File: src/rtl/exlx_pkg.sv
// Shared types and constants for the expression lexer.
`default_nettype none

package exlx_pkg;

    // Token codes carried on the result channel.
    typedef enum logic [3:0] {
        TOK_ID     = 4'd0,
        TOK_NUM    = 4'd1,
        TOK_MINUS  = 4'd2,
        TOK_DIV    = 4'd3,
        TOK_PLUS   = 4'd4,
        TOK_MUL    = 4'd5,
        TOK_COMMA  = 4'd6,
        TOK_RPAREN = 4'd7,
        TOK_LPAREN = 4'd8,
        TOK_END    = 4'd9
    } tok_type_t;

    // Input item kinds.
    localparam logic KIND_CHAR = 1'b0;
    localparam logic KIND_END  = 1'b1;

    // Character codes that end a literal, and the bounds of the digit range.
    localparam logic [7:0] CH_SPACE  = 8'h20;
    localparam logic [7:0] CH_LPAREN = 8'h28;
    localparam logic [7:0] CH_RPAREN = 8'h29;
    localparam logic [7:0] CH_MUL    = 8'h2A;
    localparam logic [7:0] CH_PLUS   = 8'h2B;
    localparam logic [7:0] CH_COMMA  = 8'h2C;
    localparam logic [7:0] CH_MINUS  = 8'h2D;
    localparam logic [7:0] CH_DIV    = 8'h2F;
    localparam logic [7:0] CH_ZERO   = 8'h30;
    localparam logic [7:0] CH_NINE   = 8'h39;

    // Parenthesis depth counter.
    localparam int unsigned DEPTH_W = 16;
    localparam logic [DEPTH_W-1:0] DEPTH_MAX = '1;

    // Token record queue between the front and the back.
    localparam int unsigned QUEUE_DEPTH = 4;
    localparam int unsigned QPTR_W      = 2;

    // Slots of one token record, in emission order.
    localparam int unsigned SLOT_NUM  = 0;
    localparam int unsigned SLOT_MUL  = 1;
    localparam int unsigned SLOT_ID   = 2;
    localparam int unsigned SLOT_TAIL = 3;

    // All tokens caused by one input transaction.
    typedef struct packed {
        logic        has_num;
        logic        has_mul;
        logic        has_id;
        logic        has_tail;
        tok_type_t   tail_type;
        logic        status;
        logic [63:0] num;
        logic [15:0] id_start;
        logic [15:0] id_len;
    } lex_rec_t;

endpackage

`default_nettype wire

File: src/rtl/exlx_front.sv
// Front end: accepts characters, keeps the lexer state and builds token records.
`default_nettype none

module exlx_front #(
    parameter int unsigned NUM_WIDTH = 64,
    parameter int unsigned POS_WIDTH = 16
) (
    input  wire              aclk,
    input  wire              aresetn,
    input  wire              in_valid,
    input  wire              in_ready,
    input  wire              in_kind,
    input  wire        [7:0] in_symbol,
    output logic             rec_push,
    output exlx_pkg::lex_rec_t rec
);
    import exlx_pkg::*;

    logic [POS_WIDTH-1:0] position_reg,  position_next;
    logic [DEPTH_W-1:0]   depth_reg,     depth_next;
    logic                 in_lit_reg,    in_lit_next;
    logic                 prefix_reg,    prefix_next;
    logic [NUM_WIDTH-1:0] accum_reg,     accum_next;
    logic [POS_WIDTH-1:0] lit_start_reg, lit_start_next;
    logic [POS_WIDTH-1:0] lit_count_reg, lit_count_next;
    logic [POS_WIDTH-1:0] dig_count_reg, dig_count_next;
    logic                 error_reg,     error_next;

    logic                 accept;
    logic                 is_end;
    logic                 is_delim;
    logic                 is_digit;
    logic                 flush;
    tok_type_t            op_type;
    logic [POS_WIDTH-1:0] id_start_w;
    logic [POS_WIDTH-1:0] id_len_w;
    logic [31:0]          id_start_ext;
    logic [31:0]          id_len_ext;
    logic                 prefix_eff;
    logic [NUM_WIDTH-1:0] accum_eff;
    logic [POS_WIDTH-1:0] lit_count_eff;
    logic [POS_WIDTH-1:0] dig_count_eff;
    logic [NUM_WIDTH-1:0] digit_val;

    assign accept   = in_valid && in_ready;
    assign is_end   = (in_kind == KIND_END);
    assign is_digit = (in_symbol >= CH_ZERO) && (in_symbol <= CH_NINE);
    // The low nibble of an ASCII digit is its value.
    assign digit_val = NUM_WIDTH'(in_symbol[3:0]);

    // Classify the delimiter characters.
    always_comb begin
        is_delim = 1'b1;
        op_type  = TOK_PLUS;
        case (in_symbol)
            CH_SPACE:  op_type = TOK_PLUS;
            CH_LPAREN: op_type = TOK_LPAREN;
            CH_RPAREN: op_type = TOK_RPAREN;
            CH_PLUS:   op_type = TOK_PLUS;
            CH_MINUS:  op_type = TOK_MINUS;
            CH_DIV:    op_type = TOK_DIV;
            CH_MUL:    op_type = TOK_MUL;
            CH_COMMA:  op_type = TOK_COMMA;
            default:   is_delim = 1'b0;
        endcase
    end

    // Identifier offset and length follow the leading digits.
    assign id_start_w   = lit_start_reg + dig_count_reg;
    assign id_len_w     = lit_count_reg - dig_count_reg;
    assign id_start_ext = 32'(id_start_w);
    assign id_len_ext   = 32'(id_len_w);

    // Build the token record for this transaction.
    assign flush = is_end || (!error_reg && is_delim);
    always_comb begin
        rec.has_num   = flush && in_lit_reg && (dig_count_reg != '0);
        rec.has_id    = flush && in_lit_reg && !prefix_reg;
        rec.has_mul   = rec.has_num && rec.has_id;
        rec.has_tail  = is_end || (!error_reg && is_delim && (in_symbol != CH_SPACE));
        rec.tail_type = is_end ? TOK_END : op_type;
        rec.status    = is_end && (error_reg || (depth_reg != '0));
        rec.num       = 64'(accum_reg);
        rec.id_start  = id_start_ext[15:0];
        rec.id_len    = id_len_ext[15:0];
    end
    assign rec_push = accept && (rec.has_num || rec.has_id || rec.has_tail);

    // A literal character starts a fresh literal when none is open.
    assign prefix_eff    = in_lit_reg ? prefix_reg    : 1'b1;
    assign accum_eff     = in_lit_reg ? accum_reg     : '0;
    assign lit_count_eff = in_lit_reg ? lit_count_reg : '0;
    assign dig_count_eff = in_lit_reg ? dig_count_reg : '0;

    // Lexer state update.
    always_comb begin
        position_next  = position_reg;
        depth_next     = depth_reg;
        in_lit_next    = in_lit_reg;
        prefix_next    = prefix_reg;
        accum_next     = accum_reg;
        lit_start_next = lit_start_reg;
        lit_count_next = lit_count_reg;
        dig_count_next = dig_count_reg;
        error_next     = error_reg;
        if (accept) begin
            if (is_end) begin
                position_next  = '0;
                depth_next     = '0;
                in_lit_next    = 1'b0;
                prefix_next    = 1'b0;
                accum_next     = '0;
                lit_start_next = '0;
                lit_count_next = '0;
                dig_count_next = '0;
                error_next     = 1'b0;
            end else begin
                position_next = position_reg + 1'b1;
                if (!error_reg) begin
                    if (is_delim) begin
                        in_lit_next    = 1'b0;
                        prefix_next    = 1'b0;
                        accum_next     = '0;
                        lit_count_next = '0;
                        dig_count_next = '0;
                        if (in_symbol == CH_LPAREN) begin
                            if (depth_reg != DEPTH_MAX) begin
                                depth_next = depth_reg + 1'b1;
                            end
                        end else if (in_symbol == CH_RPAREN) begin
                            if (depth_reg == '0) begin
                                error_next = 1'b1;
                            end else begin
                                depth_next = depth_reg - 1'b1;
                            end
                        end
                    end else begin
                        in_lit_next = 1'b1;
                        if (!in_lit_reg) begin
                            lit_start_next = position_reg;
                        end
                        if (prefix_eff && is_digit) begin
                            prefix_next    = 1'b1;
                            accum_next     = (accum_eff << 3) + (accum_eff << 1) + digit_val;
                            dig_count_next = (dig_count_eff == '1) ? dig_count_eff
                                                                   : dig_count_eff + 1'b1;
                        end else begin
                            prefix_next    = 1'b0;
                            accum_next     = accum_eff;
                            dig_count_next = dig_count_eff;
                        end
                        lit_count_next = lit_count_eff + 1'b1;
                    end
                end
            end
        end
    end

    always_ff @(posedge aclk) begin
        if (!aresetn) begin
            position_reg  <= '0;
            depth_reg     <= '0;
            in_lit_reg    <= 1'b0;
            prefix_reg    <= 1'b0;
            accum_reg     <= '0;
            lit_start_reg <= '0;
            lit_count_reg <= '0;
            dig_count_reg <= '0;
            error_reg     <= 1'b0;
        end else begin
            position_reg  <= position_next;
            depth_reg     <= depth_next;
            in_lit_reg    <= in_lit_next;
            prefix_reg    <= prefix_next;
            accum_reg     <= accum_next;
            lit_start_reg <= lit_start_next;
            lit_count_reg <= lit_count_next;
            dig_count_reg <= dig_count_next;
            error_reg     <= error_next;
        end
    end

endmodule

`default_nettype wire

File: src/rtl/exlx_queue.sv
// Small register queue of token records between the front and the back.
`default_nettype none

module exlx_queue (
    input  wire                     aclk,
    input  wire                     aresetn,
    input  wire                     push,
    input  wire exlx_pkg::lex_rec_t push_rec,
    input  wire                     pop,
    output exlx_pkg::lex_rec_t      head_rec,
    output logic                    full,
    output logic                    empty
);
    import exlx_pkg::*;

    lex_rec_t            slots_reg [QUEUE_DEPTH];
    logic [QPTR_W-1:0]   wr_ptr_reg, wr_ptr_next;
    logic [QPTR_W-1:0]   rd_ptr_reg, rd_ptr_next;
    logic [QPTR_W:0]     count_reg,  count_next;

    assign full     = (count_reg == (QPTR_W+1)'(QUEUE_DEPTH));
    assign empty    = (count_reg == '0);
    assign head_rec = slots_reg[rd_ptr_reg];

    // Pointer and occupancy update.
    always_comb begin
        wr_ptr_next = push ? wr_ptr_reg + 1'b1 : wr_ptr_reg;
        rd_ptr_next = pop  ? rd_ptr_reg + 1'b1 : rd_ptr_reg;
        count_next  = count_reg;
        if (push && !pop) begin
            count_next = count_reg + 1'b1;
        end else if (pop && !push) begin
            count_next = count_reg - 1'b1;
        end
    end

    always_ff @(posedge aclk) begin
        if (!aresetn) begin
            wr_ptr_reg <= '0;
            rd_ptr_reg <= '0;
            count_reg  <= '0;
        end else begin
            wr_ptr_reg <= wr_ptr_next;
            rd_ptr_reg <= rd_ptr_next;
            count_reg  <= count_next;
        end
    end

    // Record storage.
    always_ff @(posedge aclk) begin
        if (push) begin
            slots_reg[wr_ptr_reg] <= push_rec;
        end
    end

endmodule

`default_nettype wire

File: src/rtl/exlx_back.sv
// Back end: expands each token record into result transactions, one per cycle while m_ready allows.
`default_nettype none

module exlx_back (
    input  wire                     aclk,
    input  wire                     aresetn,
    input  wire exlx_pkg::lex_rec_t head_rec,
    input  wire                     q_empty,
    output logic                    q_pop,
    output logic                    m_valid,
    input  wire                     m_ready,
    output logic              [3:0] m_token_type,
    output logic             [63:0] m_number_value,
    output logic             [15:0] m_ident_start,
    output logic             [15:0] m_ident_length,
    output logic                    m_status,
    output logic                    m_last_of_run
);
    import exlx_pkg::*;

    logic [3:0]  done_reg, done_next;
    logic        valid_reg, valid_next;
    tok_type_t   type_reg, type_next;
    logic [63:0] value_reg, value_next;
    logic [15:0] start_reg, start_next;
    logic [15:0] len_reg, len_next;
    logic        status_reg, status_next;
    logic        last_reg, last_next;

    logic [3:0]  present;
    logic [3:0]  remaining;
    logic [3:0]  sel;
    logic        is_last;
    logic        load;

    // Tokens of the head record not yet sent, lowest slot first.
    assign present   = {head_rec.has_tail, head_rec.has_id, head_rec.has_mul, head_rec.has_num};
    assign remaining = present & ~done_reg;
    assign sel       = remaining & (~remaining + 4'd1);
    assign is_last   = ((remaining & ~sel) == 4'd0);
    assign load      = !q_empty && (!valid_reg || m_ready);
    assign q_pop     = load && is_last;

    // Output register load.
    always_comb begin
        done_next   = done_reg;
        valid_next  = valid_reg;
        type_next   = type_reg;
        value_next  = value_reg;
        start_next  = start_reg;
        len_next    = len_reg;
        status_next = status_reg;
        last_next   = last_reg;
        if (valid_reg && m_ready) begin
            valid_next = 1'b0;
        end
        if (load) begin
            valid_next  = 1'b1;
            done_next   = is_last ? 4'd0 : (done_reg | sel);
            last_next   = is_last;
            value_next  = '0;
            start_next  = '0;
            len_next    = '0;
            status_next = 1'b0;
            if (sel[SLOT_NUM]) begin
                type_next  = TOK_NUM;
                value_next = head_rec.num;
            end else if (sel[SLOT_MUL]) begin
                type_next = TOK_MUL;
            end else if (sel[SLOT_ID]) begin
                type_next  = TOK_ID;
                start_next = head_rec.id_start;
                len_next   = head_rec.id_len;
            end else begin
                type_next   = head_rec.tail_type;
                status_next = head_rec.status;
            end
        end
    end

    always_ff @(posedge aclk) begin
        if (!aresetn) begin
            done_reg  <= '0;
            valid_reg <= 1'b0;
        end else begin
            done_reg  <= done_next;
            valid_reg <= valid_next;
        end
    end

    always_ff @(posedge aclk) begin
        type_reg   <= type_next;
        value_reg  <= value_next;
        start_reg  <= start_next;
        len_reg    <= len_next;
        status_reg <= status_next;
        last_reg   <= last_next;
    end

    assign m_valid        = valid_reg;
    assign m_token_type   = type_reg;
    assign m_number_value = value_reg;
    assign m_ident_start  = start_reg;
    assign m_ident_length = len_reg;
    assign m_status       = status_reg;
    assign m_last_of_run  = last_reg;

endmodule

`default_nettype wire

File: src/rtl/expression_lexer_core.sv
// Top level of the expression lexer: front end, token record queue and back end.
`default_nettype none

// The lexer takes one character transaction per cycle on the s_ channel while
// s_ready is high and emits one token per cycle on the m_ channel while
// m_ready is high. The front end updates the lexer state for each accepted
// character and writes one record into a four-entry queue for every character
// or end item that produces tokens; the back end sends the tokens of a record
// one per cycle as m_ready allows, at most four per item. Characters that
// produce no token (literal characters, ignored characters after an error)
// never enter the queue. s_ready drops only while the queue is full, which
// happens when delimiters that flush literals arrive faster than their tokens
// drain. There is no clearing pass after reset.
module expression_lexer_core #(
    parameter int unsigned NUM_WIDTH = 64,
    parameter int unsigned POS_WIDTH = 16
) (
    input  wire         aclk,
    input  wire         aresetn,
    input  wire         s_valid,
    output logic        s_ready,
    input  wire         s_kind,
    input  wire   [7:0] s_symbol,
    output logic        m_valid,
    input  wire         m_ready,
    output logic  [3:0] m_token_type,
    output logic [63:0] m_number_value,
    output logic [15:0] m_ident_start,
    output logic [15:0] m_ident_length,
    output logic        m_status,
    output logic        m_last_of_run
);
    import exlx_pkg::*;

    lex_rec_t push_rec;
    lex_rec_t head_rec;
    logic     rec_push;
    logic     q_pop;
    logic     q_full;
    logic     q_empty;

    assign s_ready = !q_full;

    exlx_front #(
        .NUM_WIDTH (NUM_WIDTH),
        .POS_WIDTH (POS_WIDTH)
    ) u_front (
        .aclk      (aclk),
        .aresetn   (aresetn),
        .in_valid  (s_valid),
        .in_ready  (s_ready),
        .in_kind   (s_kind),
        .in_symbol (s_symbol),
        .rec_push  (rec_push),
        .rec       (push_rec)
    );

    exlx_queue u_queue (
        .aclk     (aclk),
        .aresetn  (aresetn),
        .push     (rec_push),
        .push_rec (push_rec),
        .pop      (q_pop),
        .head_rec (head_rec),
        .full     (q_full),
        .empty    (q_empty)
    );

    exlx_back u_back (
        .aclk           (aclk),
        .aresetn        (aresetn),
        .head_rec       (head_rec),
        .q_empty        (q_empty),
        .q_pop          (q_pop),
        .m_valid        (m_valid),
        .m_ready        (m_ready),
        .m_token_type   (m_token_type),
        .m_number_value (m_number_value),
        .m_ident_start  (m_ident_start),
        .m_ident_length (m_ident_length),
        .m_status       (m_status),
        .m_last_of_run  (m_last_of_run)
    );

`ifndef SYNTHESIS
    // The end token always closes the run of its transaction.
    a_end_is_last: assert property (@(posedge aclk) disable iff (!aresetn)
        (m_valid && (m_token_type == TOK_END)) |-> m_last_of_run)
        else $error("end token without last_of_run");

    // Only number tokens carry a value.
    a_value_only_on_num: assert property (@(posedge aclk) disable iff (!aresetn)
        (m_valid && (m_token_type != TOK_NUM)) |-> (m_number_value == 64'd0))
        else $error("nonzero value on a non-number token");

    // Status is reported on the end token only.
    a_status_only_on_end: assert property (@(posedge aclk) disable iff (!aresetn)
        (m_valid && m_status) |-> (m_token_type == TOK_END))
        else $error("status set on a non-end token");

    // Input is held off only when the queue is full.
    a_stall_means_full: assert property (@(posedge aclk) disable iff (!aresetn)
        !s_ready |-> !q_empty)
        else $error("input stalled with an empty queue");
`endif

endmodule

`default_nettype wire
File: config.mk
export PLATFORM = sky130hd
export DESIGN_NAME = expression_lexer_core
export DESIGN_NICKNAME = d
export VERILOG_FILES = /design/src/rtl/exlx_pkg.sv /design/src/rtl/exlx_front.sv /design/src/rtl/exlx_queue.sv /design/src/rtl/exlx_back.sv /design/src/rtl/expression_lexer_core.sv
export SDC_FILE = /design/constraint.sdc
export NUM_CORES = 1
export LEC_CHECK = 0
export ABC_AREA = 1
export BUFFER_PORTS_ARGS = -buffer_cell sky130_fd_sc_hd__buf_2
export CORE_MARGIN = 1
export CORE_UTILIZATION = 57
export CTS_CLUSTER_DIAMETER = 100
export DETAILED_ROUTE_END_ITERATION = 7
export GPL_TIMING_DRIVEN = 0
export PLACE_DENSITY = 0.8
export SLEW_MARGIN = 20
export SYNTH_ARGS = -nofsm -noshare
export SYNTH_HDL_FRONTEND = slang
export SYNTH_SLANG_ARGS = --single-unit
export TNS_END_PERCENT = 100
File: constraint.sdc
create_clock -name aclk -period 8 [get_ports aclk]
set_input_delay 1.6 -clock aclk [delete_from_list [all_inputs] [get_ports aclk]]
set_output_delay 1.6 -clock aclk [all_outputs]
set_load 0.02 [all_outputs]
**Word-level counts from Yosys, hierarchy flattened**

Memories as Yosys holds them, arrays and structs flattened. A register that Yosys moved wholly into a read port is not among the register bits.
Index checks and enable logic that the tools add are counted.

- Magnitude comparators: 2
- Multipliers: 0
- Add/sub/neg operators: 14
- Reduce and logical (&&, ||, !) cells: 46
- Shift operators: 0
- Bitwise logic cells: 8
- Divide/modulo/power cells: 0
- Equal/unequal tests: 18
- Muxes and demuxes: 55

Operators by type and width:

| cell | number |
|---|---|
| 16-bit 2-to-1 mux | 22 |
| 64-bit 2-to-1 mux | 5 |
| 16-bit by 1-bit adder with 16-bit output (second input constant) | 4 |
| 64-bit by 4-bit adder with 64-bit output | 1 |
| 64-bit adder | 1 |
| 8-bit by 6-bit == test with 1-bit output (second input constant) | 8 |
| 16-bit nonzero test | 2 |
| 4-bit case mux with 6 select lines | 1 |
| 1-bit 2-to-1 mux | 19 |
| 16-bit adder | 1 |
| 16-bit == test (second input constant) | 1 |
| 1-bit logical AND | 16 |
| 16-bit zero test | 1 |
| 16-bit inequality test (second input constant) | 1 |
| 16-bit by 1-bit subtractor with 16-bit output (second input constant) | 1 |
| 16-bit subtractor | 1 |
| 4-bit bitwise AND | 3 |
| 3-bit 2-to-1 mux | 4 |
| 4-bit inverter | 3 |
| 8-bit by 6-bit greater-or-equal comparator with 1-bit output (second input constant) | 1 |
| 8-bit by 6-bit <= comparator with 1-bit output (second input constant) | 1 |
| 4-bit 2-to-1 mux | 2 |
| 8-bit by 6-bit inequality test with 1-bit output (second input constant) | 1 |
| 8-bit OR reduction | 1 |
| other kinds (24) | 42 |

- Output and inout bits: 104
- Bits in latches: 0
- Register bits after elaboration: 261
- Memory bits (read-only): 0
- Logic and storage cells: 167
- Memories kept: 1
- RAM bits: 420
- Bits of input ports: 13

Memories:

| name | words | width | rd ports | clocked after Yosys merged registers in | wr ports | RTL line | RTL |
|---|---|---|---|---|---|---|---|
| u_queue.slots_reg | 4 | 105 | 1 | 1 | 1 | exlx_queue.sv:16 | `lex_rec_t slots_reg [QUEUE_DEPTH];` |

**Logic depth before layout (Yosys ltp)**

Gate-level depths: netlist (run 1).

- Word-level depth: 14
- Depth in mapped cells: 24
- Depth with buffers taken out: 20

**Modules after synthesis**

A second synthesis (run 1) with hierarchy kept.

- Cell total of the unflattened synthesis: 4,145
- Area total of the unflattened synthesis: 36,239.8 um^2

By module, submodules not included:

| module | seq. area each (um^2) | times used | area an instance (um^2) | cells an instance |
|---|---|---|---|---|
| exlx_queue | 12,792.3 | 1 | 16,094.2 | 1,073 |
| exlx_front | 2,942.8 | 1 | 15,920.3 | 2,705 |
| exlx_back | 3,163.0 | 1 | 4,221.5 | 366 |
| expression_lexer_core | 0.0 | 1 | 3.8 | 1 |

**Worst setup path after synthesis (run 1)**

No wires, ideal clock.

- Kind: input -> register
- From: input m_ready
- To: register u_queue.count_reg[1]
- Data required time: 7,884 ps
- Data arrival time: 7,863 ps
- Setup time: 116 ps
- Path buffers: 0
- Path slack: 21 ps
- Cell stages on the path: 12
- Cells stage by stage: inv_1 > nand2_1 > inv_1 > nor2_1 > inv_1 > nor2_4 > inv_2 > ha_1 > inv_1 > fa_1 > o21ai_0 > nor2_1

- Word-level cells in the longest chain between the ends: 6
- Elaborated cells between the ends (all ways): 8
- Those cells by class: 1 x mux; 7 x reduce/logical

RTL lines:

| what | RTL line | RTL |
|---|---|---|
| start: declaration | expression_lexer_core.sv:25 | `input wire m_ready,` |
| 1-bit logical OR | exlx_back.sv:41 | `assign load = !q_empty && (!valid_reg \|\| m_ready);` |
| 1-bit logical AND | exlx_back.sv:41 |  |
| named net u_back.load | exlx_back.sv:34 | `logic load;` |
| 1-bit logical AND | exlx_back.sv:42 | `assign q_pop = load && is_last;` |
| 1-bit zero test | exlx_queue.sv:30 | `if (push && !pop) begin` |
| 1-bit logical AND | exlx_queue.sv:30 |  |
| 3-bit 2-to-1 mux | exlx_queue.sv:30 |  |
| named net u_queue.count_next[1] | exlx_queue.sv:19 | `logic [QPTR_W:0] count_reg, count_next;` |
| end signal: assignment | exlx_queue.sv:45 | `count_reg <= count_next;` |
| end: declaration | exlx_queue.sv:19 |  |

The timed path passes the listed nets, and every way through them passes these cells.
A chain may end at the register's enable or synchronous reset.

**Worst setup path after layout (run 1)**

- From: register u_front.in_lit_reg
- To: register u_front.accum_reg[52]

- Word-level cells in the longest chain between the ends: 7
- Elaborated cells between the ends (all ways): 9
- Those cells by class: 2 x add/sub; 6 x mux; 1 x reduce/logical

RTL lines:

| what | RTL line | RTL |
|---|---|---|
| start: declaration | exlx_front.sv:21 | `logic in_lit_reg, in_lit_next;` |
| start signal: assignment | exlx_front.sv:173 | `in_lit_reg <= in_lit_next;` |
| 64-bit 2-to-1 mux | exlx_front.sv:91 | `assign accum_eff = in_lit_reg ? accum_reg : '0;` |
| 64-bit adder | exlx_front.sv:144 | `accum_next = (accum_eff << 3) + (accum_eff << 1) + digit_val;` |
| 64-bit by 4-bit adder with 64-bit output | exlx_front.sv:144 |  |
| 64-bit 2-to-1 mux (*) | exlx_front.sv:142 | `if (prefix_eff && is_digit) begin` |
| 64-bit 2-to-1 mux (*) | exlx_front.sv:120 | `if (is_delim) begin` |
| 64-bit 2-to-1 mux (*) | exlx_front.sv:119 | `if (!error_reg) begin` |
| 64-bit 2-to-1 mux (*) | exlx_front.sv:107 | `if (is_end) begin` |
| end signal: assignment | exlx_front.sv:175 | `accum_reg <= accum_next;` |
| end: declaration | exlx_front.sv:23 | `logic [NUM_WIDTH-1:0] accum_reg, accum_next;` |

Every way passes the cells marked *; elsewhere a longest branch is shown, timed or not. The select of a mux whose other input is x is not followed.

==> results of run 1 <==
==> area by class of cell <==
class | count | area share, %
buffer | 144 | 1.58
multi-input combinational | 2870 | 35.9
tap | 837 | 2.60
antenna | 2 | 0.0124
timing repair buffer | 139 | 2.75
inverter | 503 | 4.68
clock buffer | 80 | 4.41
clock inverter | 45 | 1.23
sequential | 683 | 46.8
==> where the power goes <==
part           internal (mW)  total, mW  switching (mW)
Sequential              4.35       4.46           0.109
Clock                   1.85       3.26            1.41
Combinational          0.643       2.45            1.81
==> per-stage QoR <==
stage / instance area [µm²] / hold slack [ps] / setup TNS, ps
2_1_floorplan: 35900 / 433 / 0
3_3_place_gp: 37500 / 450 / -1484780
3_5_place_dp: 38100 / 460 / 0
4_1_cts: 40300 / 470 / 0
5_1_grt: 40300 / 486 / 0
6_report: 40400 / 472 / 0
==> worst min-delay path: stages, from the launching register on <==
cell and delay, ps:
sky130_fd_sc_hd__dfxtp_1 310, sky130_fd_sc_hd__nand2_1 60, sky130_fd_sc_hd__a21oi_1 50
==> cells in the final DEF (no fill, tap or decap), types with 31 or more instances in the layout <==
master,synthesis,layout
sky130_fd_sc_hd__edfxtp_1,522,522
sky130_fd_sc_hd__clkbuf_1,78,84
sky130_fd_sc_hd__inv_1,486,486
sky130_fd_sc_hd__buf_2,45,161
sky130_fd_sc_hd__dfxtp_1,161,161
sky130_fd_sc_hd__nand3_1,146,146
sky130_fd_sc_hd__xor2_1,54,54
sky130_fd_sc_hd__ha_1,174,174
sky130_fd_sc_hd__o21ai_0,274,274
sky130_fd_sc_hd__nor2_1,624,619
sky130_fd_sc_hd__nand2_1,970,970
sky130_fd_sc_hd__clkbuf_16,0,69
sky130_fd_sc_hd__nor3_1,31,31
sky130_fd_sc_hd__a21oi_1,393,393
==> worst paths after layout <==
kind / startpoint / end / slack, ps / cells after the start
max: u_front.in_lit_reg / u_front.accum_reg[52] / 3450 / 20
min: u_front.lit_start_reg[14] / u_front.lit_start_reg[14] / 470 / 2
max reg2reg: u_front.in_lit_reg / u_front.accum_reg[52] / 3450 / 20
min reg2reg: u_front.lit_start_reg[14] / u_front.lit_start_reg[14] / 470 / 2
==> kinds of logic (layout without fill, tap and decap cells) <==
kind of cell | after synthesis | in the layout | synth area share (%)
and+or+nand+nor | 1867 | 1867 | 21.1
AOI/OAI and AO/OA | 749 | 749 | 11.0
DFF | 683 | 683 | 52.7
buffers and inverters | 647 | 911 | 7.02
adders and majority gates | 179 | 179 | 6.35
xor gates and xnor gates | 75 | 75 | 1.83
other | 0 | 2 | 0
==> metal layers <==
metal	share of wire, %	GRT usage (%)	vias to the layer above
li1	-	-	14300
met1	41	42.2	13700
met2	45	48.8	1375
met3	8.9	4.66	242
met4	4.9	16.0	2
met5	0.019	0	-
==> summary by stage, run 1 <==
Outcome
The flow ran to the end, and the final reports show no timing, DRC or antenna violations.

Setup path
The most prevalent standard cell on the critical path is sky130_fd_sc_hd__nand2_1. The signal on the critical path passes through buf_6 -> buf_6 -> buf_2 -> clkbuf_1 -> nand2_1 -> inv_1 -> ha_1 -> ha_1 -> nand2_1 -> inv_1 -> a21oi_1 -> nand2_1 -> inv_1 -> nand2_1 -> a21oi_1 -> nand2_1 -> nand2_1 -> nand3_1 -> nand2_1 -> a21oi_1. The kind of start point of the critical path is a register. The kind of capture point of the worst setup path is a register. The maximum fanout along the worst path is 10. By startpoint and endpoint, the worst setup path is classified as register to register. The data required time at the worst endpoint is about 8500 ps. For the worst setup path, the data arrival time is ~5100 ps. The buffers plus inverters on the worst setup path is 7. The largest individual stage delay along the critical path comes from the cell sky130_fd_sc_hd__clkbuf_1. On the worst path, the slowest cell contributes a delay of 750 ps.

The cell family contributing the most delay on the critical path is buffers and inverters.

Drt
The post-detailed-route via-to-cell ratio is between 5 and 6. For this block, the routed nets add up to between 90000 and 100000 µm of wire. In the routed design, unresolved DRC markers number 0.

The post-route antenna net violation count is 0. The number of DRC markers in iteration 0 is ~3000. For this run, the detailed router's first-pass iteration total came to 8. The via count is a little under 30000. After detailed routing, the average wire length per cell comes to about 19 µm.

Floorplan
Measured along the y axis, the die boundary spans between 200 and 300 µm. The die covers around 64000 µm². The horizontal extent of the die is 253 µm.

The region available for standard cell placement spans between 60000 and 70000 µm². The floorplan has 91 rows. 117 I/O pins were placed. The initial standard-cell utilization of the core is between 50% and 60%.

Power and ir drop
The leakage power total is 17.6 nW. VDD sags by at most 0.267 mV. The total power divided by cell area is 252 nW/µm². The total chip power is roughly 10 mW.

Clock network
The cell at the root of the clock tree is sky130_fd_sc_hd__clkbuf_16. In this run, CTS created clock tree buffers numbering between 60 and 70. The clock insertion delay at the later pin of the skew report is roughly 630 ps.

TritonCTS built the clock tree. The number of H-tree levels is 3. The number of sinks on the clock net is 683. The clock transition at the register clock pins on the worst setup and hold paths after CTS is roughly 70 ps. The maximum count of clock buffers along a single path is 3. The number of buffers inserted by post-CTS setup repair is 0.

The hold buffer count at CTS is 0. Gates resized during post-CTS repair numbered 0.

Timing
The hold violation count in the final report is 0. The final critical path time including I/O delays and setup is ~4600 ps. The number of pins with negative max-slew slack in the final report came to 0. Setup repair after global routing left no endpoint under its margin.

The final worst-path cycle share is 56.9%. Measured against its own limit, the worst slew margin works out to 21.5%. Setup violations remaining at the end of the flow were counted as 0.

The highest clock frequency the design can meet is between 0.2 and 0.25 GHz. For the pin with the worst max-slew slack, the measured transition is 1180 ps. On the final layout, the worst clock skew is between 40 and 50 ps.

The worst setup margin is roughly 3400 ps.

Placement
The final weighted congestion in routability-driven placement is 1.02. The worst setup slack after placement is ~3100 ps. The number of placed cells counting well taps is around 5200.

During placement, the flow inserted port buffers numbering between 100 and 150. The wire-length estimate of the detail-placed layout is between 70000 and 80000 µm.

Final layout
For this run, the post-layout net count is between 4000 and 5000. Summing all flip-flop and latch instances after layout gives 18900 µm². The number of fill cells in the layout is just under 5000. The post-route core utilization is between 60% and 70%. The count of non-filler cells in the finished layout is 5303. In the final layout, the multi-input gates occupy between 10000 and 15000 µm². The layout overhead on the synthesized area is 12.5%. The proportion of layout cells with a drive suffix above 1 is between 8 and 9%.

The register with the most flip-flops in the layout has 420 of them.

Yosys
When the netlist entered floorplanning its net count stood at between 4000 and 5000. Summing the sequential cell areas from Yosys gives between 50% and 60% of the chip area. The largest total area in the synthesized netlist belongs to sky130_fd_sc_hd__edfxtp_1. By count the netlist is led by sky130_fd_sc_hd__nand2_1, sky130_fd_sc_hd__nor2_1, sky130_fd_sc_hd__edfxtp_1.

The count of different cell masters after synthesis is 56. During synthesis, Yosys emitted a total of 0 warnings. The area share of the largest cell type after synthesis is between 40% and 50%. The average instance in the mapped netlist occupies around 8.5 µm². After synthesis, the cell types taking the most area are sky130_fd_sc_hd__edfxtp_1, sky130_fd_sc_hd__nand2_1, sky130_fd_sc_hd__dfxtp_1. The share of flip-flops with an asynchronous set or reset is 0%. The post-synthesis register bit count is between 600 and 700. The cell with the most instances after synthesis is sky130_fd_sc_hd__nand2_1. The commonest register cell after synthesis is sky130_fd_sc_hd__edfxtp_1.

After synthesis the cells add up to 35900 µm². The number of synthesized flops with an enable pin is approximately 520. Synthesis produced 4200 cells.

Job
The max-cap check violation count is 0.

Worst hold path
The path class of the tightest hold or removal check is register to register.

Global route
The number of global-route vias before repair is 27700. The largest net degree at the start of global routing is 29. Across every metal layer, demand over resource in global routing totals slightly above 30%. After global routing the overflow that remains totals 0. The wire length of the first global-routing pass is 152000 µm. The initial antenna violation count is 3.
(Power assumes the default switching activity.)
==> run 2, diff against run 1 <==
==> constraint.sdc (replaced) <==
create_clock -name aclk -period 3.72 [get_ports aclk]
set_input_delay 0.744 -clock aclk [delete_from_list [all_inputs] [get_ports aclk]]
set_output_delay 0.744 -clock aclk [all_outputs]
set_load 0.02 [all_outputs]
==> summary by stage, run 2 (synthesized netlist as in run 1, its figures left out) <==
Global route
The first global-routing pass estimated approximately 150000 µm of wire. In the global route stage, overall resource usage came out at 31.1%. The initial antenna violation count is 2. The number of global-route vias before repair is 27400. Summed over all layers, the global routing overflow is 0. Entering global routing, the biggest net connects 28 pins.

Setup path
The highest cell delay on the worst timing path is 410 ps. Data arrives at the worst endpoint at approximately 4000 ps. STA classifies the critical path endpoint as a register. The data required time at the worst endpoint is 4200 ps. The critical path in this run is classified as register to register. The kind of start point of the critical path is a register. The cell class contributing the biggest share of worst-path delay is simple AND/OR/NAND/NOR gates. The most numerous cell type found on the critical path is sky130_fd_sc_hd__nand2_1.

Across all register-to-register paths, the minimum setup slack is approximately 160 ps. The critical path contains buffers and inverters numbering 5 combined. The maximum fanout along the worst path is 19. Traced cell by cell, the critical path runs through buf_6 -> buf_8 -> buf_4 -> nand2_1 -> inv_1 -> ha_1 -> ha_1 -> nand2_1 -> nor2_1 -> nand2_1 -> inv_1 -> nand2_1 -> nand2_1 -> nand3_1 -> nand4_1 -> nand3_1 -> nand2_1 -> a21oi_1. The largest individual stage delay along the critical path comes from the cell sky130_fd_sc_hd__dfxtp_1.

Power and ir drop
For this design the ratio of total power to cell area is approximately 540 nW/µm². The analysis attributes to cell leakage a power of approximately 18 nW. Across the VDD grid, the largest voltage drop is 0.582 mV.

Floorplan
The floorplan step set the die width to between 200 and 300 µm. The region available for standard cell placement spans just over 60000 µm². The initial standard-cell utilization of the core is between 50 and 60%. The number of core rows is 91. The floorplan step set the die height to around 250 µm.

The I/O pin count is around 120. The die covers ~64000 µm².

Timing
The hold violation count in the final report is 0. Across all hold checks on the routed design, the worst slack comes to 470 ps. The number of setup violations in the final report is 0. The actual transition at the worst max-transition pin is 1020 ps. Clock skew on the completed layout was measured at between 20 and 25 ps.

For this run, the top clock speed supported by timing is between 0.2 and 0.3 GHz. The sum of negative setup slack is 0 ps. The final critical path time including I/O delays and setup is roughly 3600 ps. Setup slack on the critical path of the routed design comes to 164 ps. The number of pins with negative max-slew slack in the final report is 0. Headroom to the max-slew limit came out at about a third. The final worst-path cycle share is 95.6%.

Clock network
The CTS tree is done. The clock tree synthesis step divided the H-tree into 3 levels. The longest clock path from root to sink contains 3 buffers. The clock transition at the register clock pins on the worst setup and hold paths after CTS is 70 ps.

The hold buffer count at CTS is 0. The number of buffers inserted during clock tree synthesis is 71. The clock reaches the later pin of the worst-skew pair after approximately 630 ps.

Post-CTS timing repair inserted 0 buffers for setup. The cell at the root of the clock tree is sky130_fd_sc_hd__clkbuf_16. The number of sinks on the clock net is a little under 700.

Placement
The worst setup slack after placement is -507 ps. The final weighted congestion in routability-driven placement is 1.02. The wire-length estimate of the detail-placed layout is about 73000 µm.

The number of I/O port buffers is 116.

Drt
For this block, the via count after detailed routing is 29300. For this block, the routed nets add up to about 99000 µm of wire. The post-route antenna net violation count is 0. The wire length per cell after detailed routing is ~19 µm. For this run, design rule violations remaining after detail routing come to 2.

Using the TritonRoute via totals, the vias-per-cell ratio works out to approximately 5.5. The total iterations of the first detailed-routing run is 8. The number of DRC markers in iteration 0 is 2593.

Final layout
The most common cell after layout, fill and taps aside is sky130_fd_sc_hd__nand2_1. From synthesis to final layout, the design area changed by 12.9%. The layout has 5060 filler cells. The multi-input gate area in the final layout is 14600 µm². The flip-flop count of the largest register, all copies and words added is 420. The library cells used most frequently in the layout, excluding fill and tap cells, are sky130_fd_sc_hd__nand2_1, sky130_fd_sc_hd__nor2_1, sky130_fd_sc_hd__edfxtp_1. The register area is 18900 µm². The number of nets in the layout is about 4600.

The post-route netlist has around 9% of its cells at a drive strength greater than 1.

Job
The max-cap check violation count is 0.

Outcome
The checks that failed: design-rule violations. The flow ran to the end, but the final reports show violations.

Worst hold path
The path type of the worst min-delay path is register to register.
run 2: changes by cell type in the layout (fill, tap and decap cells not counted), moves of 5 or more:
| cell | previous run | this run |
|---|---|---|
| sky130_fd_sc_hd__buf_2 | 161 | 156 |
| sky130_fd_sc_hd__nand3_1 | 146 | 139 |
| sky130_fd_sc_hd__a21oi_2 | 0 | 6 |
| sky130_fd_sc_hd__nand2_1 | 970 | 959 |
| sky130_fd_sc_hd__nor2_2 | 10 | 18 |
| sky130_fd_sc_hd__nand3_2 | 6 | 13 |
| sky130_fd_sc_hd__nor2_1 | 619 | 611 |
| sky130_fd_sc_hd__clkbuf_1 | 84 | 93 |
| sky130_fd_sc_hd__a21oi_1 | 393 | 387 |
| sky130_fd_sc_hd__clkinv_1 | 14 | 5 |
| sky130_fd_sc_hd__nand2_2 | 12 | 22 |
run 2: layout make-up:
type / count / area share, %
buffer: 143 / 1.62
multi-input combinational: 2870 / 36.1
tap: 837 / 2.58
clock inverter: 35 / 1.08
sequential: 683 / 46.6
inverter: 503 / 4.68
antenna: 1 / 0.00618
timing repair buffer: 138 / 2.61
clock buffer: 96 / 4.67
run 2: worst min-delay path: stages, from the launching register on:
cell	delay, ps
sky130_fd_sc_hd__dfxtp_1	310
sky130_fd_sc_hd__nand2_1	60
sky130_fd_sc_hd__a21oi_1	50
run 2: metrics by stage:
step | cells | area, µm² | util, % | total power [mW]
global placement | 5153 | 37600 | 60.7 | 14.7
floorplan | 4200 | 35900 | - | 12.9
CTS | 5305 | 40400 | 65.2 | 22.0
global route | 5305 | 40500 | 65.4 | 22.8
finish | 5306 | 40500 | 65.4 | 21.9
detailed placement | 5175 | 38100 | 61.4 | 15.0
run 2: power breakdown:
group | internal [mW] | total, mW | switching, mW
Clock | 4.01 | 7.07 | 3.06
Combinational | 1.40 | 5.26 | 3.85
Sequential | 9.36 | 9.62 | 0.268
Total | 14.8 | 21.9 | 7.18
run 2: worst paths after layout:
kind,startpoint,end,cells after the start
min,u_front.lit_start_reg[13],u_front.lit_start_reg[13],2
max reg2reg,u_front.in_lit_reg,u_front.accum_reg[49],18
max,u_front.in_lit_reg,u_front.accum_reg[49],18
min reg2reg,u_front.lit_start_reg[13],u_front.lit_start_reg[13],2
run 2: timing repair:
item,in CTS,in global routing
resized for setup,3,43
endpoints found under the setup margin,45,37
pin swaps,0,0
run 2: metal layers:
metal	global-route usage, %	part of all wire, %
met1	42.5	43
met3	4.36	7.6
met4	13.0	3.9
met2	49.9	46
met5	0	0.0081
